File: src/hw/rtl/sces_pkg.sv
// Shared types and constants for the small CPU execute step.
// Holds the word structs, the format and ALU select codes and the field layout.
// No dependencies.
`timescale 1ns / 1ps
`default_nettype none

package sces_pkg;

  localparam int unsigned NUM_REGS  = 8;
  localparam int unsigned REG_AW    = 3;
  localparam int unsigned DATA_W    = 16;

  // Instruction format field, bits 1:0
  typedef enum logic [1:0] {
    FMT_RR  = 2'd0,
    FMT_IMM = 2'd1,
    FMT_BR  = 2'd2,
    FMT_BAD = 2'd3
  } fmt_t;

  // ALU select, bits 4:2
  typedef enum logic [2:0] {
    ALU_ADD = 3'd0,
    ALU_SUB = 3'd1,
    ALU_AND = 3'd2,
    ALU_OR  = 3'd3,
    ALU_XOR = 3'd4,
    ALU_SHL = 3'd5,
    ALU_SHR = 3'd6,
    ALU_CMP = 3'd7
  } alu_sel_t;

  // Branch condition 3 never takes the branch
  localparam logic [1:0] COND_NEVER = 2'd3;

  // Compare results
  localparam logic [DATA_W-1:0] CMP_EQ = 16'd0;
  localparam logic [DATA_W-1:0] CMP_GT = 16'd1;
  localparam logic [DATA_W-1:0] CMP_LT = 16'd2;

  typedef struct packed {
    logic [15:0] pc;
    logic [15:0] instruction;
    logic [15:0] prior_insn;
  } in_word_t;

  typedef struct packed {
    logic [15:0] next_pc;
    logic        reg_written;
    logic [2:0]  dest_index;
    logic [15:0] dest_value;
    logic        bad_format;
  } out_word_t;

endpackage

`default_nettype wire

File: src/hw/rtl/small_cpu_execute_step_top.sv
// Execute step of a small 16-bit CPU: register file memory, ALU, branch resolve.
// Depends on sces_pkg.
//
//   channel | direction | ports                          | word
//   in      | input     | in_valid, in_stall, in_word    | pc, instruction, prior_insn
//   out     | output    | out_valid, out_stall, out_word | next_pc, reg_written, dest_index,
//           |           |                                | dest_value, bad_format
//
// One word per cycle sustained while out_stall does not hold the output; each word is
// registered in the execute stage and then in the output register.
// Accept cycle issues both register file reads (synchronous, registered read);
// the execute stage then runs the ALU, and writes back and loads the output register when it advances.
// A write from the previous word is forwarded to the operands of the next one.
// Reset clears the per-register valid bits so all registers read as zero; no sweep.
// out_stall holds the output register and, only if the execute stage is also full,
// stalls the input.
`timescale 1ns / 1ps
`default_nettype none

module small_cpu_execute_step_top (
  input  wire logic               clk,
  input  wire logic               rst_n,
  input  wire logic               in_valid,
  output logic                    in_stall,
  input  wire sces_pkg::in_word_t in_word,
  output logic                    out_valid,
  input  wire logic               out_stall,
  output sces_pkg::out_word_t     out_word
);

  // Register file memory and per-entry valid bits
  logic [sces_pkg::DATA_W-1:0] mem [sces_pkg::NUM_REGS];
  logic [sces_pkg::NUM_REGS-1:0] reg_ok_r;

  // Execute stage
  logic                        s1_valid_r;
  sces_pkg::in_word_t          s1_word_r;
  logic [sces_pkg::DATA_W-1:0] rd_a_r, rd_b_r;
  logic                        rd_a_ok_r, rd_b_ok_r;

  // Last write-back, for forwarding
  logic                        fwd_en_r;
  logic [sces_pkg::REG_AW-1:0] fwd_addr_r;
  logic [sces_pkg::DATA_W-1:0] fwd_data_r;

  // Output register
  logic                out_valid_r;
  sces_pkg::out_word_t out_word_r;

  logic                        in_acc, s1_adv;
  logic [sces_pkg::REG_AW-1:0] ra_in, rb_in;
  sces_pkg::fmt_t              in_fmt;

  sces_pkg::fmt_t              s1_fmt;
  sces_pkg::alu_sel_t          s1_sel;
  logic [sces_pkg::REG_AW-1:0] s1_ra, s1_rb;
  logic [sces_pkg::DATA_W-1:0] op_a, op_b_reg, op_b, alu_res;
  logic [1:0]                  s1_cond;
  logic                        br_taken, s1_wr;
  sces_pkg::out_word_t         out_nxt;

  // Handshake
  assign s1_adv   = s1_valid_r && (!out_valid_r || !out_stall);
  assign in_stall = s1_valid_r && !s1_adv;
  assign in_acc   = in_valid && !in_stall;

  // Read addresses: rx on port A; ry or the previous word's rx on port B
  assign in_fmt = sces_pkg::fmt_t'(in_word.instruction[1:0]);
  assign ra_in  = in_word.instruction[15:13];
  assign rb_in  = (in_fmt == sces_pkg::FMT_BR) ? in_word.prior_insn[15:13]
                                               : in_word.instruction[12:10];

  // Memory read and write-back
  always_ff @(posedge clk) begin
    if (in_acc) begin
      rd_a_r <= mem[ra_in];
      rd_b_r <= mem[rb_in];
    end
    if (s1_wr) begin
      mem[s1_ra] <= alu_res;
    end
  end

  // Valid bits, read valid flags and forwarding register
  always_ff @(posedge clk) begin
    if (!rst_n) begin
      reg_ok_r  <= '0;
      fwd_en_r  <= 1'b0;
      rd_a_ok_r <= 1'b0;
      rd_b_ok_r <= 1'b0;
    end else begin
      if (in_acc) begin
        rd_a_ok_r <= reg_ok_r[ra_in];
        rd_b_ok_r <= reg_ok_r[rb_in];
      end
      if (s1_wr) begin
        reg_ok_r[s1_ra] <= 1'b1;
        fwd_en_r        <= 1'b1;
      end
    end
  end

  always_ff @(posedge clk) begin
    if (s1_wr) begin
      fwd_addr_r <= s1_ra;
      fwd_data_r <= alu_res;
    end
  end

  // Execute stage registers
  always_ff @(posedge clk) begin
    if (!rst_n) begin
      s1_valid_r <= 1'b0;
    end else if (in_acc) begin
      s1_valid_r <= 1'b1;
    end else if (s1_adv) begin
      s1_valid_r <= 1'b0;
    end
  end

  always_ff @(posedge clk) begin
    if (in_acc) begin
      s1_word_r <= in_word;
    end
  end

  // Decode
  assign s1_fmt  = sces_pkg::fmt_t'(s1_word_r.instruction[1:0]);
  assign s1_sel  = sces_pkg::alu_sel_t'(s1_word_r.instruction[4:2]);
  assign s1_ra   = s1_word_r.instruction[15:13];
  assign s1_rb   = (s1_fmt == sces_pkg::FMT_BR) ? s1_word_r.prior_insn[15:13]
                                                : s1_word_r.instruction[12:10];
  assign s1_cond = s1_word_r.instruction[3:2];

  // Operands with forwarding; unwritten registers read as zero
  always_comb begin
    if (fwd_en_r && (fwd_addr_r == s1_ra)) begin
      op_a = fwd_data_r;
    end else begin
      op_a = rd_a_ok_r ? rd_a_r : '0;
    end
    if (fwd_en_r && (fwd_addr_r == s1_rb)) begin
      op_b_reg = fwd_data_r;
    end else begin
      op_b_reg = rd_b_ok_r ? rd_b_r : '0;
    end
    op_b = (s1_fmt == sces_pkg::FMT_IMM) ? {8'd0, s1_word_r.instruction[12:5]} : op_b_reg;
  end

  // ALU
  always_comb begin
    unique case (s1_sel)
      sces_pkg::ALU_ADD: alu_res = op_a + op_b;
      sces_pkg::ALU_SUB: alu_res = op_a - op_b;
      sces_pkg::ALU_AND: alu_res = op_a & op_b;
      sces_pkg::ALU_OR:  alu_res = op_a | op_b;
      sces_pkg::ALU_XOR: alu_res = op_a ^ op_b;
      sces_pkg::ALU_SHL: alu_res = (op_b[15:4] != 12'd0) ? '0 : (op_a << op_b[3:0]);
      sces_pkg::ALU_SHR: alu_res = (op_b[15:4] != 12'd0) ? '0 : (op_a >> op_b[3:0]);
      sces_pkg::ALU_CMP: begin
        if (op_a == op_b)     alu_res = sces_pkg::CMP_EQ;
        else if (op_a > op_b) alu_res = sces_pkg::CMP_GT;
        else                  alu_res = sces_pkg::CMP_LT;
      end
      default: alu_res = '0;
    endcase
  end

  // Branch compare against the register named by the previous word
  assign br_taken = (s1_cond != sces_pkg::COND_NEVER) && (op_b_reg == {14'd0, s1_cond});
  assign s1_wr    = s1_adv && ((s1_fmt == sces_pkg::FMT_RR) || (s1_fmt == sces_pkg::FMT_IMM));

  // Result word
  always_comb begin
    out_nxt             = '0;
    out_nxt.next_pc     = s1_word_r.pc + 16'd1;
    out_nxt.dest_index  = s1_ra;
    case (s1_fmt)
      sces_pkg::FMT_RR, sces_pkg::FMT_IMM: begin
        out_nxt.reg_written = 1'b1;
        out_nxt.dest_value  = alu_res;
      end
      sces_pkg::FMT_BR: begin
        if (br_taken) out_nxt.next_pc = {4'd0, s1_word_r.instruction[15:4]};
      end
      default: out_nxt.bad_format = 1'b1;
    endcase
  end

  // Output register
  always_ff @(posedge clk) begin
    if (!rst_n) begin
      out_valid_r <= 1'b0;
    end else if (s1_adv) begin
      out_valid_r <= 1'b1;
    end else if (!out_stall) begin
      out_valid_r <= 1'b0;
    end
  end

  always_ff @(posedge clk) begin
    if (s1_adv) begin
      out_word_r <= out_nxt;
    end
  end

  assign out_valid = out_valid_r;
  assign out_word  = out_word_r;

endmodule

`default_nettype wire

File: config.mk
export PLATFORM = sky130hd
export DESIGN_NAME = small_cpu_execute_step_top
export DESIGN_NICKNAME = d
export VERILOG_FILES = /design/src/hw/rtl/sces_pkg.sv /design/src/hw/rtl/small_cpu_execute_step_top.sv
export SDC_FILE = /design/constraint.sdc
export NUM_CORES = 1
export LEC_CHECK = 0
export BUFFER_PORTS_ARGS = -buffer_cell sky130_fd_sc_hd__buf_4
export CORE_UTILIZATION = 45
export DETAILED_ROUTE_END_ITERATION = 12
export GPL_ROUTABILITY_DRIVEN = 0
export GPL_TIMING_DRIVEN = 1
export HOLD_SLACK_MARGIN = 0.08
export MAX_ROUTING_LAYER = met4
export PLACE_DENSITY = 0.71
export SLEW_MARGIN = 40
export SYNTH_ARGS = -nofsm -noshare
export SYNTH_HDL_FRONTEND = slang
export SYNTH_SLANG_ARGS = --single-unit
File: constraint.sdc
create_clock -name clk -period 7.7 [get_ports clk]
set_clock_uncertainty 0.15 [all_clocks]
set_input_delay 0 -clock clk [delete_from_list [all_inputs] [get_ports clk]]
set_output_delay 0 -clock clk [all_outputs]
set_load 0.005 [all_outputs]
Yosys cells after proc, flatten, opt, wreduce, memory -nomap -nowiden
Memory sizes are Yosys's and may differ from the RTL's. A register that Yosys moved wholly into a read port is not among the register bits.
Cells that the tools add are included.
- bits in registers: 117
- bits in latches: 0
- bits in writable memories: 128
- memory bits (read-only): 0
- input port bits: 52
- output and inout port bits: 39
- memories kept: 1
- add/subtract/negate cells: 3
- multipliers: 0
- div/mod/pow operators: 0
- order comparisons: 5
- eq/ne operators: 16
- shift-type cells: 2
- mux-type cells: 28
- bitwise logic cells: 4
- reductions and logical operators: 20
- memories (name ; depth ; width ; read ports ; clocked after memory_dff ; write ports ; line ; source):
    mem ; 8 ; 16 ; 2 ; 2 ; 1 ; small_cpu_execute_step_top.sv:32 ; logic [sces_pkg::DATA_W-1:0] mem [sces_pkg::NUM_REGS];
- operators by type and width (cell ; number):
    $mux W16 ; 9
    $pmux W16 S8 ; 1
    $add A16 B1 Y16 const B ; 1
    $add A16 B16 Y16 ; 1
    $and A16 B16 Y16 ; 1
    $eq A16 B16 Y1 ; 1
    $eq A16 B2 Y1 ; 1
    $gt A16 B16 Y1 ; 1
    $or A16 B16 Y16 ; 1
    $shl A16 B4 Y16 ; 1
    $shr A16 B4 Y16 ; 1
    $sub A16 B16 Y16 ; 1
    $xor A16 B16 Y16 ; 1
    $eq A3 B3 Y1 const B ; 4
    $lt A3 B4 Y1 const B ; 3
    $reduce_bool A12 Y1 ; 1
    $mux W1 ; 11
    $logic_and A1 B1 Y1 ; 8
    $or A8 B8 Y8 ; 1
    $bmux W1 S3 ; 2
    $eq A3 B2 Y1 const B ; 2
    $eq A3 B3 Y1 ; 2
    $mux W3 ; 2
    $eq A2 B2 Y1 const B ; 2
    14 further kinds ; 19

Depth between registers and ports, before layout
- depth in word-level cells: 10
- depth in mapped cells: 22
- mapped depth without buffers: 20

Least setup slack after synthesis
Ideal clock, no wire load.
- path kind: reg2reg
- start point: reg s1_word_r, in the netlist s1_fmt[1]
- end point: reg fwd_data_r[15] (netlist bit), data pin
- setup time: 0.294 ns
- arrival: 4.352 ns
- data required time: 7.256 ns
- setup slack: 2.904 ns
- cell stages (with the launch flop): 22
- path buffers: 3
- clock period less this slack: 4.796 ns
- cell sequence: edfxtp_1 -> buf_4 -> nand2b_4 -> mux2i_2 -> xnor2_2 -> nor3_2 -> clkbuf_1 -> o21ai_0 -> nand2_1 -> nand2_1 -> ha_1 -> clkbuf_1 -> inv_1 -> a311o_1 -> a21oi_1 -> nor2_1 -> a211oi_1 -> a21boi_0 -> a31oi_1 -> xor2_1 -> nor2_1 -> or3_1
- word-level cells in the longest chain between the ends: 9
- RTL lines (what ; line ; source):
    start: declaration ; small_cpu_execute_step_top.sv:37 ; sces_pkg::in_word_t s1_word_r;
    start signal: assignment ; small_cpu_execute_step_top.sv:123 ; s1_word_r <= in_word;
    $eq A2 B2 Y1 ; small_cpu_execute_step_top.sv:131 ; assign s1_rb = (s1_fmt == sces_pkg::FMT_BR) ? s1_word_r.prior_insn[15:13]
    $mux W3 ; small_cpu_execute_step_top.sv:131 ;
    $eq A3 B3 Y1 ; small_cpu_execute_step_top.sv:142 ; if (fwd_en_r && (fwd_addr_r == s1_rb)) begin
    $logic_and A1 B1 Y1 ; small_cpu_execute_step_top.sv:142 ;
    $mux W16 ; small_cpu_execute_step_top.sv:142 ;
    $mux W16 * ; small_cpu_execute_step_top.sv:147 ; op_b = (s1_fmt == sces_pkg::FMT_IMM) ? {8'd0, s1_word_r.instruction[12:5]} : op_b_reg;
    branches (longest 2 deep; another with $sub A16 B16 Y16) ; -- ;
    $pmux W16 S8 * ; small_cpu_execute_step_top.sv:152 ; unique case (s1_sel)
    named net alu_res (one bit) ; small_cpu_execute_step_top.sv:57 ; logic [sces_pkg::DATA_W-1:0] op_a, op_b_reg, op_b, alu_res;
    end signal: assignment ; small_cpu_execute_step_top.sv:106 ; fwd_data_r <= alu_res;
    end: declaration ; small_cpu_execute_step_top.sv:44 ; logic [sces_pkg::DATA_W-1:0] fwd_data_r;
Mark *: on every way through the listed nets, which the timed path passes.
A chain may end at the register's enable or synchronous reset.

Worst setup path after layout
- start point: reg s1_word_r, in the netlist s1_fmt[1]
- end point: reg out_word_r, in the netlist out_word[1], data pin
- word-level cells in the longest chain between the ends: 10
- RTL lines (what ; line ; source):
    $eq A2 B2 Y1 ; small_cpu_execute_step_top.sv:131 ;
    $mux W3 ; small_cpu_execute_step_top.sv:131 ;
    $eq A3 B3 Y1 ; small_cpu_execute_step_top.sv:142 ;
    $logic_and A1 B1 Y1 ; small_cpu_execute_step_top.sv:142 ;
    $mux W16 ; small_cpu_execute_step_top.sv:142 ;
    $mux W16 * ; small_cpu_execute_step_top.sv:147 ;
    $gt A16 B16 Y1 ; small_cpu_execute_step_top.sv:162 ; else if (op_a > op_b) alu_res = sces_pkg::CMP_GT;
    $mux W2 ; small_cpu_execute_step_top.sv:162 ;
    $mux W2 ; small_cpu_execute_step_top.sv:161 ; if (op_a == op_b) alu_res = sces_pkg::CMP_EQ;
    $pmux W16 S8 * ; small_cpu_execute_step_top.sv:152 ;
    named net alu_res (one bit) ; small_cpu_execute_step_top.sv:57 ;
    end signal: assignment ; small_cpu_execute_step_top.sv:203 ; out_word_r <= out_nxt;
    end: declaration ; small_cpu_execute_step_top.sv:48 ; sces_pkg::out_word_t out_word_r;
The timed path passes the listed nets; every way through them passes the cells marked *.

==> summary.txt <==
Post-synth top flop - edfxtp_1
cell-internal power - 2.79 mW
PwrDens - 209 nW/um^2
initial antenna violation count - 0
Gate Count Post-Synth - 1290
RSZ-0062 raised after global routing - false
Routed wire per std cell - 24.2 um
Distinct cells, synth - 85
Sum Neg Setup Slack - 0 ns
Yosys top cell area share - 49.0%
Slew headroom - 43.9%
# rows - 67
first-pass GRT wire length - 70000 um
max-cap viol count - 0
vias in the first global route - 11888
GRT busiest layer - met2
antenna viol nets, final - 0
proportion of power drawn by combinational gates - 17.8%
leakage power - 6.65 nW
status - finished clean
clock root buffer - clkbuf_16
Worst setup SP type - flop
DRC viols - 0
Post-Syn Nets - 1394
Tmin final - 5.67 ns
clk sink count - 264
count of final setup violators - 0
Seq/Total Area, Yosys - 50.7%
Worst IR Drop VDD - 0.172 mV
most frequent cells in the layout - edfxtp_1 (251), nand2_1 (113), buf_4 (109)
Die Y - 187 um
Worst Tran Pin Value - 0.838 ns
crit-path max FO - 19
Via density - 6.42
Syn. warnings - 0
leading post-synthesis cells by cell area - edfxtp_1 (49%), mux4_2 (9.7%), ha_1 (4.1%)
CTS resizes - 0
part of the power in registers - 44.4%
Worst EP arrival - 5.83 ns
clk slew on worst S/H paths - 0.06 ns
final WL - 45900 um
top-level port count - 91
GR Util met3 - 5.14%
sw power - 1.03 mW
switching share of power - 27.0%
die area - 34900 sq um
layout cells sized above 1 - 20.0%
fin. max-slew vios - 0
share of flip-flops with an asynchronous set or reset - 0%
Vias - 12207
leading cell type in the layout, fill and taps excluded - edfxtp_1
CTS Buffer Depth - 3
Max Fclk - 176 MHz
Initial DRC Count - 1782
Synth area leader - edfxtp_1
grt met2 use - 42.3%
clock power share - 37.9%
CTS tree - built
Diodes inserted - 0
Die W - 187 um
CP required - 7.86 ns
placed inst area - 16500 sq um
latest clock arrival within the worst-skew pair - 0.57 ns
Crit Path Category - reg2reg
fin nets - 1535
HPWL after DPL - 30400 um
post-route clock period utilization - 73.7%
synthesis-to-layout area growth - 18.8%
CP Capture Type - flop
Num CTS Buffers - 28
Post-synth EDFFs - 251
input/output buffers - 77
Worst Hold Class - in2reg
core box area - 33600 sq um
FF+latch count, synth - 264
synthesized area per cell - 11.9 sq um
DRT Pass-1 Iters - 8
Fin. Hold Viols - 0
Place WS - 1.92 ns
largest net degree at the start of global routing - 72
final instance area - 18300 sq um
total track usage - 26.8%
met1 Track Usage GR - 34.2%
setup ws final - 2.03 ns
synthesized area - 15400 sq um
initial core utilization - 45.8%
total gr overflow - 0
H-tree depth - 1
logic make-up (layout without fill, tap and decap cells):
| family | after synthesis | after routing | synth area share (%) |
|---|---|---|---|
| AO/OA/AOI/OAI | 341 | 341 | 15.3 |
| XOR/XNOR | 43 | 43 | 2.55 |
| flip-flops | 264 | 264 | 50.7 |
| adder cells (fa/ha/maj) | 52 | 52 | 4.33 |
| buffers and inverters | 136 | 299 | 3.54 |
| AND/OR/NAND/NOR | 335 | 335 | 10.2 |
| multiplexers | 119 | 119 | 13.5 |
power by group through the flow:
stage,clock (mW),sequential [mW],combinational (mW)
after floorplan,0,1.71,0.425
after global placement,0,1.72,0.606
after detailed placement,0,1.72,0.619
after CTS,1.45,1.69,0.654
after global routing,1.50,1.70,0.721
final,1.44,1.69,0.678
worst max-delay path, stage by stage (launching register included):
cell      delay [ns]
edfxtp_1        0.36
buf_4           0.24
nand2b_4        0.14
mux2i_2         0.30
xnor2_2         0.23
o41ai_1         0.52
o22a_1          0.39
inv_2           0.25
ha_1            0.29
o21bai_1        0.16
a21oi_1         0.34
o21ai_0         0.29
a31oi_1         0.42
o21ai_0         0.29
a222oi_1        0.52
o31ai_4         0.28
and2_1          0.24
cell usage after synthesis (11+ instances only):
cell type,count
a211oi_1,28
a21oi_1,91
a31oi_1,15
and2_1,14
and3_1,15
clkbuf_1,53
dfxtp_1,13
edfxtp_1,251
ha_1,50
inv_1,60
mux2_2,33
mux2i_1,16
mux4_2,66
nand2_1,113
nand3_1,36
nor2_1,79
nor3_1,26
nor4_1,11
o211ai_1,14
o21a_1,20
o21ai_0,41
o22ai_1,16
xnor2_1,30
xor2_1,11
sequential cells by signal, indices dropped and copies added, names as in the netlist:
name / count
fwd_addr_r: 3
fwd_data_r: 16
fwd_en_r: 1
mem: 128
out_nxt: 3
out_valid: 1
out_word: 37
rd_a_ok_r: 1
rd_a_r: 16
rd_b_ok_r: 1
rd_b_r: 16
reg_ok_r: 8
s1_cond: 2
s1_fmt: 2
s1_sel: 1
s1_valid_r: 1
s1_word_r: 27
routing by layer:
| layer | vias up | part of all wire [%] |
|---|---|---|
| li1 | 5289 | - |
| met1 | 5942 | 39 |
| met2 | 795 | 47 |
| met3 | 181 | 10 |
| met4 | 0 | 4.2 |
| met5 | - | 0 |
worst paths after layout:
check                                               from                        end  slack (ns)  cells after the start
worst max register to register       s1_fmt[1]$_DFFE_PP_  out_word[1]$_SDFFCE_PP0P_        2.03                     16
worst min register to register  reg_ok_r[2]$_SDFFE_PN0P_   reg_ok_r[2]$_SDFFE_PN0P_        0.34                      1
worst max-delay path                 s1_fmt[1]$_DFFE_PP_  out_word[1]$_SDFFCE_PP0P_        2.03                     16
worst min-delay path                               rst_n   reg_ok_r[5]$_SDFFE_PN0P_        0.20                      3
per-stage QoR:
stage,cells,power [mW],hold WS [ns],util (%)
global route,1901,3.92,0.198,54.4
global placement,1775,2.32,0.0293,49.1
floorplan,1290,2.13,-0.0511,-
CTS,1901,3.80,0.172,54.3
detailed placement,1776,2.34,0.0296,49.2
finish,1901,3.81,0.200,54.4
area by class of cell:
type                    count  area [sq um]
clock buffers              41           810
clock inverters            11           190
fillers                  2720         15300
inverters                  64           240
multi-input cells         890          7120
flip-flops and latches    264          7800
well taps                 448           561
repair buffers            183          1560
timing repair:
action                    CTS  global route
hold buffers               73             0
hold endpoints to repair  137             0
setup buffers               0             0
(Power assumes the default switching activity.)
